File: config.mk
export PLATFORM = sky130hd
export DESIGN_NAME = fit_cell
export DESIGN_NICKNAME = d
export VERILOG_FILES = /design/src/hw/rtl/fit_pkg.sv /design/src/hw/rtl/fit_cell.sv
export SDC_FILE = /design/constraint.sdc
export NUM_CORES = 1
export LEC_CHECK = 0
export BUFFER_PORTS_ARGS = -buffer_cell sky130_fd_sc_hd__buf_2
export CAP_MARGIN = 15
export CORE_ASPECT_RATIO = 0.7
export CORE_MARGIN = 5
export CORE_UTILIZATION = 31
export CTS_CLUSTER_SIZE = 14
export DETAILED_ROUTE_END_ITERATION = 10
export PLACE_DENSITY = 0.59
export SLEW_MARGIN = 20
export SYNTH_ARGS = -nofsm -noshare
export SYNTH_HDL_FRONTEND = slang
export SYNTH_SLANG_ARGS = --single-unit
File: constraint.sdc
create_clock -name clk -period 5.9 [get_ports clk]
set_input_delay 0.295 -clock clk [delete_from_list [all_inputs] [get_ports clk]]
set_output_delay 0.295 -clock clk [all_outputs]
set_load 0.005 [all_outputs]
File: src/hw/rtl/fit_pkg.sv
`default_nettype none
package fit_pkg;
  localparam int ENTRIES_DEF  = 16;
  localparam int KEY_BITS_DEF = 32;
  localparam int CNT_W        = 32;
  localparam logic [CNT_W-1:0] CNT_MAX = '1;

  typedef enum logic [0:0] {
    CMD_ADD  = 1'b0,
    CMD_READ = 1'b1
  } cmd_t;

  // per-cycle control from the sequencer to every cell
  typedef struct packed {
    logic add;    // apply an add beat
    logic swap;   // odd-even transposition step
    logic phase;  // 0: pairs (0,1),(2,3).. ; 1: pairs (1,2),(3,4)..
  } cell_ctrl_t;

  function automatic logic [CNT_W-1:0] sat_inc(input logic [CNT_W-1:0] v);
    return (v == CNT_MAX) ? v : v + 1'b1;
  endfunction
endpackage
`default_nettype wire

File: src/hw/rtl/fit_cell.sv
`default_nettype none
module fit_cell #(
  parameter int KEY_BITS = fit_pkg::KEY_BITS_DEF,
  parameter int IDX      = 0
) (
  input  wire logic                      clk,
  input  wire logic                      rst,
  input  wire fit_pkg::cell_ctrl_t       ctrl,
  input  wire logic [KEY_BITS-1:0]       add_key,
  input  wire logic [fit_pkg::CNT_W-1:0] goff,
  // claim chain: high when a lower cell is free and so has first claim on the key
  input  wire logic                      claim_in,
  output logic                           claim_out,
  input  wire logic                      match_any,
  output logic                           match,
  // neighbors for the sort
  input  wire logic [KEY_BITS-1:0]       lo_key,
  input  wire logic                      lo_used,
  input  wire logic [fit_pkg::CNT_W-1:0] lo_cnt,
  input  wire logic [fit_pkg::CNT_W-1:0] lo_off,
  input  wire logic [KEY_BITS-1:0]       hi_key,
  input  wire logic                      hi_used,
  input  wire logic [fit_pkg::CNT_W-1:0] hi_cnt,
  input  wire logic [fit_pkg::CNT_W-1:0] hi_off,
  input  wire logic                      has_lo,
  input  wire logic                      has_hi,
  output logic [KEY_BITS-1:0]            key,
  output logic                           used,
  output logic [fit_pkg::CNT_W-1:0]      cnt,
  output logic [fit_pkg::CNT_W-1:0]      off
);
  import fit_pkg::*;
  logic free, take, is_left, partner, do_swap;
  logic [CNT_W-1:0] w_me, w_lo, w_hi;

  assign match     = used && key == add_key;
  assign free      = cnt == goff;
  assign take      = free && !claim_in && !match_any;
  assign claim_out = claim_in || free;
  assign w_me = cnt - off;
  assign w_lo = lo_cnt - lo_off;
  assign w_hi = hi_cnt - hi_off;
  // left cell of a pair has even index on phase 0, odd on phase 1
  assign is_left = (IDX % 2 == 0) ? !ctrl.phase : ctrl.phase;
  assign partner = is_left ? has_hi : has_lo;
  assign do_swap = ctrl.swap && partner && (is_left ? (w_me < w_hi) : (w_lo < w_me));

  always_ff @(posedge clk) begin
    if (rst) begin
      key <= '0; used <= 1'b0; cnt <= '0; off <= '0;
    end else if (ctrl.add) begin
      if (match) begin
        cnt <= sat_inc(cnt);
      end else if (take) begin
        key <= add_key; used <= 1'b1; cnt <= sat_inc(goff); off <= goff;
      end
    end else if (do_swap) begin
      if (is_left) begin
        key <= hi_key; used <= hi_used; cnt <= hi_cnt; off <= hi_off;
      end else begin
        key <= lo_key; used <= lo_used; cnt <= lo_cnt; off <= lo_off;
      end
    end
  end
endmodule
`default_nettype wire

# After elaboration in Yosys (flattened, before gate mapping)
# Index checks and enable logic that the tools add are counted.
# classes
addsub,5
order_cmp,2
eq_ne,8
n_mux,24
n_reduce_logical,11
# ops
op,count
32-bit 2-to-1 mux,17
32-bit subtractor,3
32-bit by 1-bit adder with 32-bit output (second input constant),2
32-bit == test,2
32-bit == test (second input constant),2
32-bit < comparator,2
1-bit 2-to-1 mux,7
3-bit AND reduction,2
1-bit logical AND,5
3-bit by 1-bit != test with 1-bit output (second input constant),1
3-bit != test (second input constant),1
1-bit logical NOT,2
2-bit by 1-bit != test with 1-bit output (second input constant),1
2-bit != test (second input constant),1
2-bit nonzero test,1
1-bit logical OR,1
# totals
reg_bits,97
inputBits,267
out_inout_bits,99
elab_cells,54

# Longest topological paths before layout
# depth
depth_word,6
depth_mapped,29
ltp_nobuf,27

# Worst setup path after synthesis
# Ideal clock, no wire load.
# synth_path
kind,register to register
from,register cnt[0] in the netlist's numbering
to,register key[0]
setup_time_ns,0.118
t_arrival_ns,4.990
required_time_ns,5.782
path_slack_ns,0.791
stages_incl_launch_ff,30
n_path_buf,2
period_less_slack_ns,5.109
path_cell_list,dfxtp_1 -> inv_1 -> ha_1 -> inv_1 -> fa_1 -> a211oi_1 -> o21bai_1 -> a21oi_2 -> nor4_2 -> o211ai_1 -> a21boi_0 -> o31ai_1 -> nand2b_1 -> a21o_1 -> xnor2_1 -> inv_1 -> ha_1 -> a21o_1 -> a21o_1 -> a21o_1 -> a21o_1 -> a21o_1 -> a31oi_1 -> o311ai_1 -> a21oi_4 -> o31ai_4 -> nor3b_2 -> buf_6 -> buf_12 -> o2bb2ai_2
# synth_between
elab_chain_cells,6
elab_cells_between_ends,11
classes_between,add/sub (1); order compare (2); eq/ne (2); mux (1); reduce/logical (5)
# synth_rtl
element,line,text
"start, declared",fit_cell.sv:29,"output logic [fit_pkg::CNT_W-1:0] cnt,"
"start signal, assigned",fit_cell.sv:53,cnt <= sat_inc(cnt);
"start signal, assigned",fit_cell.sv:59,key <= hi_key; used <= hi_used; cnt <= hi_cnt; off <= hi_off;
"start signal, assigned",fit_cell.sv:61,key <= lo_key; used <= lo_used; cnt <= lo_cnt; off <= lo_off;
32-bit subtractor,fit_cell.sv:40,assign w_me = cnt - off;
32-bit < comparator,fit_cell.sv:46,assign do_swap = ctrl.swap && partner && (is_left ? (w_me < w_hi) : (w_lo < w_me));
1-bit 2-to-1 mux,fit_cell.sv:46,
1-bit logical AND,fit_cell.sv:46,
2-bit nonzero test (no line),n/a,
3-bit AND reduction (no line) *,n/a,
"end signal, assigned",fit_cell.sv:59,
"end signal, assigned",fit_cell.sv:61,
"end, declared",fit_cell.sv:27,"output logic [KEY_BITS-1:0] key,"
# Every way passes the cells marked *; elsewhere a longest branch is shown, timed or not.
# A chain may end at the register's enable or synchronous reset.

# Worst setup path after layout
# layout_path
from,register off[0] in the netlist's numbering
to,register off[14] in the netlist's numbering
# layout_between
elab_chain_cells,6
elab_cells_between_ends,7
classes_between,add/sub (1); order compare (2); mux (1); reduce/logical (3)
# layout_rtl
element,line,text
"start, declared",fit_cell.sv:30,output logic [fit_pkg::CNT_W-1:0] off
"start signal, assigned",fit_cell.sv:59,
"start signal, assigned",fit_cell.sv:61,
32-bit subtractor *,fit_cell.sv:40,
32-bit < comparator,fit_cell.sv:46,
1-bit 2-to-1 mux *,fit_cell.sv:46,
1-bit logical AND *,fit_cell.sv:46,
2-bit nonzero test (no line) *,n/a,
3-bit AND reduction (no line) *,n/a,
# Marks and branches as above.

==> results.txt <==
Count of flip-flops with a built-in enable after synthesis = 0
Final min period = 5.58 ns
Clock tree from TritonCTS = done
CP startpoint kind = register
XOR/XNOR share of the synthesized area = 13.5%
Synth top cells by count = 169 x a21oi_1, 165 x nor2_1, 153 x ha_1
Vias in the first global route = 14000
Worst r2r src = off[0]
Layout cells sized above 1 = 26.8%
Synthesized cell area = 13900 µm²
Worst VDD drop = 0.544 mV
IO Count = 366
Adder-cell area share of the yosys netlist = 14.3%
Clk buf depth = 2
Dpl cell area = 16800 µm²
Die X = 263 µm
Post-DP HPWL = 47.4 mm
Main combinational cell family by area after synthesis = compound AO/OA/AOI/OAI gates
Cell row count = 65
CP max-delay cell = dfxtp_2
Area Growth Syn to Fin = 23.8%
Final core occ = 38.6%
Worst reg-to-reg setup slack = 0.32 ns
Compound-Gate Fraction of Synth Area = 27.4%
Gr usage total = 21.5%
Global-route wire length before repair = 84.2 mm
Slew @ Worst Pin = 1.12 ns
Synth top area cells = dfxtp_1 14%, ha_1 14%, xnor2_1 8.8%
Largest net degree at the start of global routing = 109
Post-synth top flop = dfxtp_1
Final Max Slew Viols = 0
CTS Sinks = 97
Final setup viols = 0
P_leak = 8.13 nW
Worst hold path class = input port to register
Die height = 187 µm
Clk root buf = clkbuf_16
# DRC = 0
Maxcap violations = 0
Clk_skew = 0.0137 ns
Post-Layout Inst Area = 17300 µm²
Global route overflow = 0
Max FO, Critical Path = 11
Hold wc startpoint = add_key[23]
FFs w/ async S/R, synth = 0%
Mapped Cells = 1782
Via/cell ratio = 5.27
Min Hold Slack = 0.227 ns
Tot Pwr = 13.5 mW
IO Port Bufs = 365
Drt total wl = 56.1 mm
Gpl congestion = 0.918
Net Count, Synth = 2205
Core area = 44700 µm²
Grt met1 use = 32.5%
Worst Setup End Kind = register
Period utilization = 94.6%
Seq/Total Area, Yosys = 13.9%
Sequential cell area = 1940 µm²
Initial Utilization = 31.2%
#FFs+latches synth = 97
Antenna violations before repair = 3
GRT met3 Usage = 4.92%
Nets = 2589
Endpoint, Worst Hold = key[23]
TritonCTS Buffers = 9
Largest stage delay, worst path = 0.36 ns
Unique masters post-synth = 90
Crit path DAT = 5.89 ns
1st-iter DRT viols = 1016
Critical Path RT = 6.20 ns
FF-to-FF path depth = 29
Synth Area in Simple Gates = 17.3%
Finished Layout Cells = 2775
Final ANT Viol Nets = 0
FMAX = 0.179 GHz
Synth Warn # = 0
Fin. Hold Viols = 0
Synth top area share = 13.9%
Worst R2R End = off[14]
Area of the multi-input gates = 11200 µm²
Worst Hold Path Cells = 3
Via count = 14600
Crit path top cell by count = a21o_1
H-tree depth = 3
Wire per inst = 20.2 µm
Worst-Skew Late Latency = 0.38 ns
Area leader, netlist = dfxtp_1
P per Cell Area = 783 nW/µm²
Post-synthesis area per instance = 7.82 µm²
GRT met2 Usage = 32.1%
Most Crowded Layer GR = met1
Clock-pin slew on the worst setup and hold paths = 0.08 ns
Inst Count DP = 2754
Die area = 49400 µm²
Status = completed
Slew HR = 25.1%
Top-count cell post-synth = a21oi_1
CP Class = register to register
Mux contribution to synthesized area = 6.78%
Drt first pass iters = 5
Filler Cell Count = 4754
[power by group]
| group | switching (mW) | total, mW | internal (mW) |
|---|---|---|---|
| Sequential | 0.305 | 1.19 | 0.889 |
| Clock | 0.306 | 0.652 | 0.346 |
| Combinational | 6.54 | 11.7 | 5.13 |
| Total | 7.15 | 13.5 | 6.37 |
[flip-flops by register name, summed over array words and instances (netlist names)]
signal	flops
key	32
cnt	32
off	32
used	1
[layout make-up]
type                            count  area share, %
Antenna cell                        1         0.0145
Inverter                          145           3.15
Multi-Input combinational cell   1470           64.7
Clock buffer                       10           1.38
Sequential cell                    97           11.3
Tap cell                          603           4.37
Timing Repair Buffer              443           14.7
Clock inverter                      6          0.428
[layout by cell type, fill, tap and decap left out, drive strengths merged, types with 6 or more instances in the layout]
| cell type | instances |
|---|---|
| buf | 443 |
| a21oi | 173 |
| nor2 | 165 |
| ha | 153 |
| inv | 147 |
| xnor2 | 140 |
| nand2 | 117 |
| dfxtp | 97 |
| o21ai | 95 |
| mux2i | 91 |
| xor2 | 75 |
| o2bb2ai | 64 |
| a21o | 50 |
| nand3 | 44 |
| nand4 | 30 |
| and3 | 28 |
| nor2b | 20 |
| nor3 | 18 |
| o21a | 17 |
| nor4 | 17 |
| a211oi | 14 |
| o31ai | 13 |
| o21bai | 12 |
| nand2b | 11 |
| o211ai | 11 |
| a31oi | 10 |
| clkbuf | 10 |
| nand3b | 8 |
| and4 | 7 |
| a211o | 7 |
| and2 | 6 |
| o221ai | 6 |
[through the flow]
stage | TNS (ns) | setup WS [ns]
2_1_floorplan | 0 | 0.791
3_3_place_gp | 0 | 0.0778
3_5_place_dp | -0.426 | -0.0429
4_1_cts | 0 | 0.0130
5_1_grt | -0.143 | -0.0257
6_report | 0 | 0.317
[worst max-delay path, delay by kind of cell, from the launching register on]
kind	cells	cell delay, ns
xor gates and xnor gates	1	0.21
and+or+nand+nor	2	0.15
AOI/OAI and AO/OA	18	3.38
adders and majority gates	3	0.72
DFF	1	0.36
buffers and inverters	5	0.65
[cells by family after synthesis]
logic type,Yosys count
multiplexers,94
AO/OA/AOI/OAI,508
flip-flops,97
adder cells (fa/ha/maj),158
XOR/XNOR,215
buffers and inverters,215
AND/OR/NAND/NOR,495
[per-layer routing]
metal  wire [µm]  up-vias
li1            -     7158
met1       27600     6916
met2       23500      503
met3        4510       34
met4         469        6
met5          47        -
[repair_timing]
item	4_1_cts	5_1_grt
hold buffers	0	0
resized for setup	0	28
pin swaps	1	6
buffers inserted	1	3
endpoints found under the setup margin	44	94
[worst max path at each step]
stage	from	endpoint	slack (ns)	cells after the start
floorplan	cnt[0]	key[0]	0.79	29
global route	off[0]	key[30]	-0.03	26
finish	off[0]	off[14]	0.32	29
CTS	off[1]	off[1]	0.01	21
detailed placement	hi_off[1]	off[12]	-0.04	29
global placement	off[1]	off[11]	0.08	21
No activity file was read; power rests on OpenSTA's default activity.
